$ cat src/rtl/tmms_pkg.sv
`default_nettype none
package tmms_pkg;

  localparam int KEY_W = 48;
  localparam int PAY_W = 26;
  localparam int TICK_W = 32;
  localparam int MAX_RELEASE = 16;
  localparam int RUN_W = 5;

  localparam logic [1:0] REQ_SEND = 2'd0;
  localparam logic [1:0] REQ_FRAME = 2'd1;
  localparam logic [1:0] REQ_TICK = 2'd2;
  localparam logic [1:0] REQ_CLEAR = 2'd3;

  localparam logic [1:0] ORIGIN_NOW = 2'd0;
  localparam logic [1:0] ORIGIN_FRAME = 2'd1;
  localparam logic [1:0] ORIGIN_TICK = 2'd2;
  localparam logic [1:0] ORIGIN_DROP = 2'd3;

  localparam logic Q_FRAME = 1'b0;
  localparam logic Q_TICK = 1'b1;

  localparam logic [KEY_W-1:0] FRAME_NONE = {KEY_W{1'b1}};
  localparam logic [KEY_W-1:0] FRAME_SIGN = {1'b1, {(KEY_W-1){1'b0}}};

  typedef logic [PAY_W-1:0] pay_t;

  typedef struct packed {
    logic [KEY_W-1:0] key;
    pay_t pay;
  } entry_t;

endpackage
`default_nettype wire

$ cat src/rtl/timed_midi_message_scheduler_top.sv
// channel | direction | handshake          | fields
// in_     | input     | in_valid/in_stall  | req_type, status_byte, data_one, data_two,
//         |           |                    | msg_length, frame_time, tick_time
// out_    | output    | out_valid/out_stall| status, data_one, data_two, length,
//         |           |                    | origin_code, last_of_run
// one item at a time: a clear empties both queues, an immediate or dropped send emits one result,
// a queued send shifts entries toward the tail one slot each until it finds its place, and a
// release emits each due message from the queue front in turn; queue memory reads are registered
// synchronous active-low reset empties both queues, no clearing pass
// results sit in an output register; a stalled output holds the release walk
`default_nettype none
module timed_midi_message_scheduler_top #(
  parameter int QUEUE_DEPTH = 16
) (
  input  wire logic        clk,
  input  wire logic        rst_n,
  input  wire logic        in_valid,
  output logic             in_stall,
  input  wire logic [1:0]  in_req_type,
  input  wire logic [7:0]  in_status_byte,
  input  wire logic [7:0]  in_data_one,
  input  wire logic [7:0]  in_data_two,
  input  wire logic [1:0]  in_msg_length,
  input  wire logic signed [47:0] in_frame_time,
  input  wire logic [31:0] in_tick_time,
  output logic             out_valid,
  input  wire logic        out_stall,
  output logic [7:0]       out_status,
  output logic [7:0]       out_data_one,
  output logic [7:0]       out_data_two,
  output logic [1:0]       out_length,
  output logic [1:0]       out_origin_code,
  output logic             out_last_of_run
);
  import tmms_pkg::*;

  localparam int AW = (QUEUE_DEPTH > 1) ? $clog2(QUEUE_DEPTH) : 1;
  localparam int CW = $clog2(QUEUE_DEPTH + 1);
  localparam int MEM_N = 2 << AW;
  localparam logic [CW-1:0] DEPTH_C = CW'(QUEUE_DEPTH);
  localparam logic [AW-1:0] LAST_IDX = AW'(QUEUE_DEPTH - 1);

  localparam logic [2:0] S_IDLE = 3'd0;
  localparam logic [2:0] S_DISP = 3'd1;
  localparam logic [2:0] S_EMIT = 3'd2;
  localparam logic [2:0] S_INS_RD = 3'd3;
  localparam logic [2:0] S_INS_CMP = 3'd4;
  localparam logic [2:0] S_REL_RD = 3'd5;
  localparam logic [2:0] S_REL_CHK = 3'd6;

  logic [2:0] state_r, state_nxt;
  logic [1:0] req_r;
  pay_t pay_r;
  logic [KEY_W-1:0] frame_r;
  logic [TICK_W-1:0] tick_r;
  logic [KEY_W-1:0] key_r, key_nxt;
  logic q_r, q_nxt;
  logic [1:0] origin_r, origin_nxt;
  logic [AW-1:0] head_r [2];
  logic [AW-1:0] head_nxt [2];
  logic [CW-1:0] count_r [2];
  logic [CW-1:0] count_nxt [2];
  logic [AW-1:0] wp_r, wp_nxt;
  logic [CW-1:0] pos_r, pos_nxt;
  logic [RUN_W-1:0] run_r, run_nxt;
  logic have_r, have_nxt;
  pay_t cur_r, cur_nxt;

  logic out_valid_r;
  pay_t out_pay_r;
  logic [1:0] out_origin_r;
  logic out_last_r;
  logic load;
  pay_t load_pay;
  logic [1:0] load_origin;
  logic load_last;
  logic can_load;

  entry_t mem_r [MEM_N];
  entry_t rd_r;
  logic re, we;
  logic [AW:0] raddr, waddr;
  entry_t wdata;

  logic [AW-1:0] wp_dec;
  logic [AW+1:0] tail_sum;
  logic [AW-1:0] tail;
  logic [AW-1:0] head_inc;
  logic due;

  always_ff @(posedge clk) begin
    if (we) begin
      mem_r[waddr] <= wdata;
    end
    if (re) begin
      rd_r <= mem_r[raddr];
    end
  end

  assign can_load = !out_valid_r || !out_stall;
  assign in_stall = (state_r != S_IDLE);

  always_comb begin
    wp_dec = (wp_r == '0) ? LAST_IDX : wp_r - AW'(1);
    tail_sum = (AW+2)'(head_r[q_nxt]) + (AW+2)'(count_r[q_nxt]);
    if (tail_sum >= (AW+2)'(QUEUE_DEPTH)) begin
      tail = AW'(tail_sum - (AW+2)'(QUEUE_DEPTH));
    end else begin
      tail = AW'(tail_sum);
    end
    head_inc = (head_r[q_r] == LAST_IDX) ? '0 : head_r[q_r] + AW'(1);
    due = (count_r[q_r] != '0) && (run_r < RUN_W'(MAX_RELEASE)) && (rd_r.key <= key_r);
  end

  always_comb begin
    state_nxt = state_r;
    key_nxt = key_r;
    q_nxt = q_r;
    origin_nxt = origin_r;
    head_nxt = head_r;
    count_nxt = count_r;
    wp_nxt = wp_r;
    pos_nxt = pos_r;
    run_nxt = run_r;
    have_nxt = have_r;
    cur_nxt = cur_r;
    load = 1'b0;
    load_pay = pay_r;
    load_origin = origin_r;
    load_last = 1'b1;
    re = 1'b0;
    we = 1'b0;
    raddr = {q_r, head_r[q_r]};
    waddr = {q_r, wp_r};
    wdata = '{key: key_r, pay: pay_r};
    case (state_r)
      S_IDLE: begin
        if (in_valid) begin
          state_nxt = S_DISP;
        end
      end
      S_DISP: begin
        run_nxt = '0;
        have_nxt = 1'b0;
        case (req_r)
          REQ_SEND: begin
            if (tick_r != '0) begin
              q_nxt = Q_TICK;
              key_nxt = KEY_W'(tick_r);
            end else begin
              q_nxt = Q_FRAME;
              key_nxt = frame_r ^ FRAME_SIGN;
            end
            if (tick_r == '0 && frame_r == FRAME_NONE) begin
              origin_nxt = ORIGIN_NOW;
              state_nxt = S_EMIT;
            end else if (count_r[q_nxt] == DEPTH_C) begin
              origin_nxt = ORIGIN_DROP;
              state_nxt = S_EMIT;
            end else begin
              wp_nxt = tail;
              pos_nxt = count_r[q_nxt];
              state_nxt = S_INS_RD;
            end
          end
          REQ_FRAME: begin
            q_nxt = Q_FRAME;
            key_nxt = frame_r ^ FRAME_SIGN;
            origin_nxt = ORIGIN_FRAME;
            state_nxt = S_REL_RD;
          end
          REQ_TICK: begin
            q_nxt = Q_TICK;
            key_nxt = KEY_W'(tick_r);
            origin_nxt = ORIGIN_TICK;
            state_nxt = S_REL_RD;
          end
          default: begin
            count_nxt[0] = '0;
            count_nxt[1] = '0;
            state_nxt = S_IDLE;
          end
        endcase
      end
      S_EMIT: begin
        if (can_load) begin
          load = 1'b1;
          state_nxt = S_IDLE;
        end
      end
      S_INS_RD: begin
        if (pos_r == '0) begin
          we = 1'b1;
          count_nxt[q_r] = count_r[q_r] + CW'(1);
          state_nxt = S_IDLE;
        end else begin
          re = 1'b1;
          raddr = {q_r, wp_dec};
          state_nxt = S_INS_CMP;
        end
      end
      S_INS_CMP: begin
        we = 1'b1;
        if (rd_r.key > key_r) begin
          wdata = rd_r;
          wp_nxt = wp_dec;
          pos_nxt = pos_r - CW'(1);
          state_nxt = S_INS_RD;
        end else begin
          count_nxt[q_r] = count_r[q_r] + CW'(1);
          state_nxt = S_IDLE;
        end
      end
      S_REL_RD: begin
        re = 1'b1;
        state_nxt = S_REL_CHK;
      end
      S_REL_CHK: begin
        if (!have_r || can_load) begin
          if (have_r) begin
            load = 1'b1;
            load_pay = cur_r;
            load_last = !due;
          end
          if (due) begin
            cur_nxt = rd_r.pay;
            have_nxt = 1'b1;
            head_nxt[q_r] = head_inc;
            count_nxt[q_r] = count_r[q_r] - CW'(1);
            run_nxt = run_r + RUN_W'(1);
            state_nxt = S_REL_RD;
          end else begin
            have_nxt = 1'b0;
            state_nxt = S_IDLE;
          end
        end
      end
      default: begin
        state_nxt = S_IDLE;
      end
    endcase
  end

  always_ff @(posedge clk) begin
    if (!rst_n) begin
      state_r <= S_IDLE;
      count_r[0] <= '0;
      count_r[1] <= '0;
      head_r[0] <= '0;
      head_r[1] <= '0;
      have_r <= 1'b0;
      out_valid_r <= 1'b0;
    end else begin
      state_r <= state_nxt;
      count_r <= count_nxt;
      head_r <= head_nxt;
      have_r <= have_nxt;
      if (load) begin
        out_valid_r <= 1'b1;
      end else if (!out_stall) begin
        out_valid_r <= 1'b0;
      end
    end
  end

  always_ff @(posedge clk) begin
    if (state_r == S_IDLE && in_valid) begin
      req_r <= in_req_type;
      pay_r <= {in_msg_length, in_data_two, in_data_one, in_status_byte};
      frame_r <= in_frame_time;
      tick_r <= in_tick_time;
    end
    key_r <= key_nxt;
    q_r <= q_nxt;
    origin_r <= origin_nxt;
    wp_r <= wp_nxt;
    pos_r <= pos_nxt;
    run_r <= run_nxt;
    cur_r <= cur_nxt;
    if (load) begin
      out_pay_r <= load_pay;
      out_origin_r <= load_origin;
      out_last_r <= load_last;
    end
  end

  assign out_valid = out_valid_r;
  assign out_status = out_pay_r[7:0];
  assign out_data_one = out_pay_r[15:8];
  assign out_data_two = out_pay_r[23:16];
  assign out_length = out_pay_r[25:24];
  assign out_origin_code = out_origin_r;
  assign out_last_of_run = out_last_r;

endmodule
`default_nettype wire

$ cat config.mk
export PLATFORM = sky130hd
export DESIGN_NAME = timed_midi_message_scheduler_top
export DESIGN_NICKNAME = d
export VERILOG_FILES = /design/src/rtl/tmms_pkg.sv /design/src/rtl/timed_midi_message_scheduler_top.sv
export SDC_FILE = /design/constraint.sdc
export NUM_CORES = 2
export LEC_CHECK = 0
export ABC_AREA = 1
export BUFFER_PORTS_ARGS = -buffer_cell sky130_fd_sc_hd__buf_2
export CORE_MARGIN = 3
export CORE_UTILIZATION = 50
export CTS_CLUSTER_DIAMETER = 80
export DETAILED_ROUTE_END_ITERATION = 10
export MAX_ROUTING_LAYER = met4
export PLACE_DENSITY = 0.63
export SETUP_SLACK_MARGIN = 0.05
export SYNTH_ARGS = -nofsm -noshare
export SYNTH_HDL_FRONTEND = slang
export SYNTH_SLANG_ARGS = --single-unit
$ cat constraint.sdc
create_clock -name clk -period 6.9 [get_ports clk]
set_input_delay 1.38 -clock clk [delete_from_list [all_inputs] [get_ports clk]]
set_output_delay 1.38 -clock clk [all_outputs]
set_load 0.02 [all_outputs]
## Word-level counts from Yosys, hierarchy flattened

Memories as Yosys holds them, arrays and structs flattened. A register that Yosys moved wholly into a read port is not among the register bits.
Index checks and enable logic that the tools add are counted.

| storage, ports and cells | value |
|---|---|
| bits in registers | 251 |
| bits in writable memories | 2368 |
| input bits | 112 |
| output and inout bits | 31 |
| word-level logic and storage cells | 186 |
| memories | 1 |

Memory list:

| name | words | bits a word | rd ports | clocked after memory_dff | write ports | line | RTL |
|---|---|---|---|---|---|---|---|
| mem_r | 32 | 74 | 1 | 1 | 1 | timed_midi_message_scheduler_top.sv:79 | `entry_t mem_r [MEM_N];` |

| operators by class | value |
|---|---|
| add/subtract/negate cells | 8 |
| $lt $le $gt $ge | 8 |
| equality and inequality tests | 24 |
| muxes and demuxes | 86 |
| bitwise gates (word level) | 4 |
| reductions and logical operators | 34 |

Operator list:

| cell | count |
|---|---|
| 74-bit 2-to-1 mux | 2 |
| 48-bit case mux with 3 select lines | 1 |
| 5-bit 2-to-1 mux | 16 |
| 26-bit 2-to-1 mux | 3 |
| 4-bit 2-to-1 mux | 16 |
| 10-bit 2-to-1 mux | 5 |
| 48-bit equality test, second input constant | 1 |
| 48-bit > comparator | 1 |
| 48-bit less-or-equal comparator | 1 |
| 48-bit 2-to-1 mux | 1 |
| 10-bit case mux with 4 select lines | 1 |
| 32-bit zero test | 1 |
| 32-bit nonzero test | 1 |
| 2-bit != test, second input constant | 11 |
| 3-bit case mux with 7 select lines | 1 |
| 10-bit bitwise mux | 2 |
| 5-bit case mux with 2 select lines | 2 |
| 1-bit 2-to-1 mux | 17 |
| 3-bit 2-to-1 mux | 5 |
| 3-bit AND reduction | 5 |
| 5-bit by 1-bit adder with 5-bit output, second input constant | 2 |
| 5-bit by 1-bit subtractor with 5-bit output, second input constant | 2 |
| 3-bit equality test, second input constant | 3 |
| 8-bit bitwise mux | 1 |
| other kinds (41) | 63 |

## Logic depth before layout (Yosys ltp)

| logic depth | value |
|---|---|
| word-level depth | 17 |
| mapped depth | 19 |

## Worst setup path before layout

No wires, ideal clock.

| timing path | value |
|---|---|
| path kind | input-to-reg |
| from | in in_valid |
| to | reg frame_r[0], enable pin |
| library setup time | 576 ps |
| arrival | 5873 ps |
| data required time | 6324 ps |
| path slack | 450 ps |
| cell stages on the path | 2 |
| buffers on the path | 0 |
| cells stage by stage | inv_1 > nor2_1 |

| between the ends | value |
|---|---|
| cells in the longest elaborated chain, start to end | 1 |

Ends and longest elaborated chain:

| item | line | RTL |
|---|---|---|
| start: declaration | timed_midi_message_scheduler_top.sv:17 | `input wire logic in_valid,` |
| 1-bit logical AND | timed_midi_message_scheduler_top.sv:267 | `if (state_r == S_IDLE && in_valid) begin` |
| end signal: assignment | timed_midi_message_scheduler_top.sv:270 | `frame_r <= in_frame_time;` |
| end: declaration | timed_midi_message_scheduler_top.sv:54 | `logic [KEY_W-1:0] frame_r;` |

Every way passes these cells.
A chain may end at the register's enable or synchronous reset.

==> impl_metrics.yaml <==
detailed_routing:
  dr.pass1.iters: 6
  route.detailed.drc: 0
  wire_per_inst_microns: 26.90
  vias: 70200
  final_antenna_net_count: 0
  via_per_inst: 6.132
  drt-initial-drc-count: 8731
  routed_wl_microns: 308000
min_path:
  min-delay-start: "rd_r[20]$_DFFE_PP_"
  min_path_type: "reg2reg"
  hold_depth: 0
  min_to: "cur_r[20]$_DFFE_PP_"
grt:
  grt_pass1_wl_microns: 447500
  grt_start_max_net_pins: 214
  gr-usage-all-layers: 0.2812
  grt.overflow.total: 0
  grt_pass1_vias: 66660
  antenna_found_initial: 2
sta:
  drv_slew: 0
  maxSlewHeadroom: 0.06739
  setup_viol: 0
  finalHoldViolCount: 0
  fin_tns_setup_ps: 0
  tightestPinTransition_ps: 1399
  fin_crit_ps: 4665
  finalClockSkew_ps: 65.90
  fmax_mhz: 214.4
  post-route-period-util: 0.6761
  rsz0062_at_grt: "false"
clock_tree:
  clock_path_buffers: 4
  cts_resized: 0
  clk_latency_ps: 940
  path_clk_slew_ps: 60
  cts_tree: "done"
  cts_buffers: 293
  cts_hold_buf: 0
  clkSinkCount: 2693
  postCtsSetupBuffers: 0
  cts_max_level: 5
  cts_root_buffer: "clkbuf_16"
synth:
  synth-xor-area-share: 0.001218
  ys_warn_count: 0
  synth_edf_count: 2669
  synth-simple-area-share: 0.09750
  synthMuxAreaShare: 0.00009283
  ys.flop_type: "edfxtp_1"
  synthTopCellsByArea: "edfxtp_1, o21ai_0, nor2_1"
  synth_cell_types: 47
  synthArstFlopShare: 0
  syn_nets: 8578
  syn_inst: 8397
  synth.ff_latch_count: 2693
  yosysSeqAreaShare: 0.7478
  synth_fa_ha_area_frac: 0.008076
  synth_top_family_by_area: "compound AO/OA/AOI/OAI gates"
  synth_top_area_cell: "edfxtp_1"
  synth-compound-area-share: 0.1080
  syn-cell-area_sq_um: 107800
  yosys.area.top_type_share: 0.7433
  syn_avg_cell_area_sq_um: 12.84
status:
  status: "completed"
worst_setup_path:
  crit_required_ps: 7430
  crit_path_max_fanout: 91
  rrSetupSlack_ps: 2240
  reg2reg_to: "mem_r[12][10]$_DFFE_PP_"
  critPathSlowestCell: "o21ai_2"
  slowest_delay_ps: 960
  critPathCaptureType: "flip-flop"
  path_class: "reg2reg"
  rr_startpoint: "rd_r[54]$_DFFE_PP_"
  cpMostUsedCell: "nand2_1"
  reg2reg_depth: 10
  cp_top_family: "simple AND/OR/NAND/NOR gates"
  cp.arrival_ps: 5200
  critPathLaunchType: "flip-flop"
  crit_chain: "ha_1, nand4_1, nor2_1, nand2_1, nor4_1, nand2_1, nand3_1, inv_6, buf_4, o21ai_2"
  critPathBufInv: 2
place:
  dp_cells: 10950
  finalWeightedCongestion: 0.8269
  port_buffers: 142
  hpwlAfterDp_microns: 138200
floorplan:
  fp.dieArea_sq_um: 221300
  die_w_microns: 470.4
  io_pins: 143
  start_util: 0.5054
  core_area_sq_um: 213400
  die_h_microns: 470.4
  rows: 169
cells_and_area:
  fin_cells: 11450
  final_core_util: 0.5640
  syn2layout_area_growth_pct: 11.60
  nets: 8609
  drive_gt1_frac: 0.08764
power:
  p_sw_frac: 0.2748
  internal_power_mw: 29.92
  totalPowerFinal_mw: 41.25
  power_leakage_nw: 40.28
  irDropWorstVdd_mv: 0.2860
  p_per_area_nw_per_um2: 342.8
  pwr-share-comb: 0.156
  clkPwrFrac: 0.359
  p_seq_frac: 0.486
  switchingPower_mw: 11.34
job:
  drv_cap: 0
[worst max-delay path by stage]
stage | startpoint | endpoint | slack (ps) | depth (start not counted)
after CTS | rd_r[54]$_DFFE_PP_ | mem_r[12][10]$_DFFE_PP_ | 2340 | 10
final | rd_r[54]$_DFFE_PP_ | mem_r[12][10]$_DFFE_PP_ | 2240 | 10
after global routing | rd_r[52]$_DFFE_PP_ | mem_r[5][21]$_DFFE_PP_ | 1950 | 12
after detailed placement | rd_r[72]$_DFFE_PP_ | mem_r[8][10]$_DFFE_PP_ | 2400 | 14
after global placement | rd_r[70]$_DFFE_PP_ | mem_r[0][16]$_DFFE_PP_ | 2500 | 14
after floorplan | in_valid | frame_r[0]$_DFFE_PP_ | 450 | 2
[power groups by stage]
stage / sequential (mW) / combinational, mW / clock [mW]
floorplan: 20.4 / 3.83 / 0
global placement: 20.4 / 6.27 / 0
detailed placement: 20.4 / 6.39 / 0
CTS: 20.0 / 6.41 / 15.0
global route: 20.1 / 6.99 / 15.6
finish: 20.0 / 6.43 / 14.8
[cell usage after synthesis (24+ instances only)]
cell type  number
edfxtp_1     2669
nor2_1       1226
o21ai_0      1047
nand2_1       872
o22ai_1       478
nand3_1       457
inv_1         338
o21ai_1       271
buf_2         238
clkbuf_1      208
a21oi_1       152
o211ai_1      148
ha_1           68
buf_4          51
buf_1          25
dfxtp_1        24
[flip-flops by register name, summed over array words and instances, names as in the netlist]
register and count:
mem_r 2368, rd_r 74, frame_r 48, key_r 48
tick_r 32, cur_r 26, out_pay_r 26, pay_r 26
count_r 10, head_r 8, pos_r 5, run_r 5
wp_r 4, state_r 3, load_origin 2, out_origin_code 2
req_r 2, have_r 1, out_last_of_run 1, out_valid 1
q_r 1
[cells in the final DEF, fill, tap and decap left out, drive strengths merged]
cell type / instances
o211ai: 148
nor2: 1229
or2: 6
dfxtp: 24
a21oi: 153
a211oi: 3
edfxtp: 2669
a21o: 2
buf: 286
xor2: 9
nand3b: 1
nand4: 24
inv: 347
a31oi: 3
o21ai: 1322
bufinv: 20
o21a: 4
nand2: 877
diode: 1
clkbuf: 360
clkinvlp: 3
a311oi: 1
o22ai: 478
fa: 1
nor4: 4
clkinv: 108
nand3: 457
nor3: 7
xnor2: 6
o21bai: 5
ha: 68
mux2i: 1
[through the flow]
step           area (sq um)  hold slack, ps  worst slack [ps]
2_1_floorplan        107800           400.3             450.0
3_3_place_gp         111500           435.3              2499
3_5_place_dp         111500           434.8              2402
4_1_cts              120300           452.1              2343
5_1_grt              120300           464.5              1948
6_report             120300           451.5              2235
[kinds of logic (layout without fill, tap and decap cells)]
| kind of cell | after synthesis | in the layout |
|---|---|---|
| flip-flops | 2693 | 2693 |
| AND/OR/NAND/NOR | 2605 | 2605 |
| adder cells (fa/ha/maj) | 69 | 69 |
| AO/OA/AOI/OAI | 2119 | 2119 |
| XOR/XNOR | 15 | 15 |
| multiplexers | 1 | 1 |
| buffers and inverters | 895 | 1124 |
| other | 0 | 1 |
[layout make-up]
class | instances | area (sq um)
Timing Repair Buffer | 286 | 2342
Inverter | 345 | 1346
Antenna cell | 1 | 2.502
Clock buffer | 360 | 7762
Clock inverter | 133 | 1101
Fill cell | 16860 | 93020
Multi-Input combinational cell | 4809 | 23620
Sequential cell | 2693 | 80630
Tap cell | 2821 | 3530
[layer usage]
metal | share of wire | routed length (microns) | global-route usage
met1 | 0.39 | 119800 | 0.3700
met2 | 0.48 | 148700 | 0.4521
met3 | 0.092 | 28480 | 0.03981
met4 | 0.036 | 11030 | 0.09768
met5 | 0 | 0 | -
Note: power is estimated with default switching activity, not from simulation.
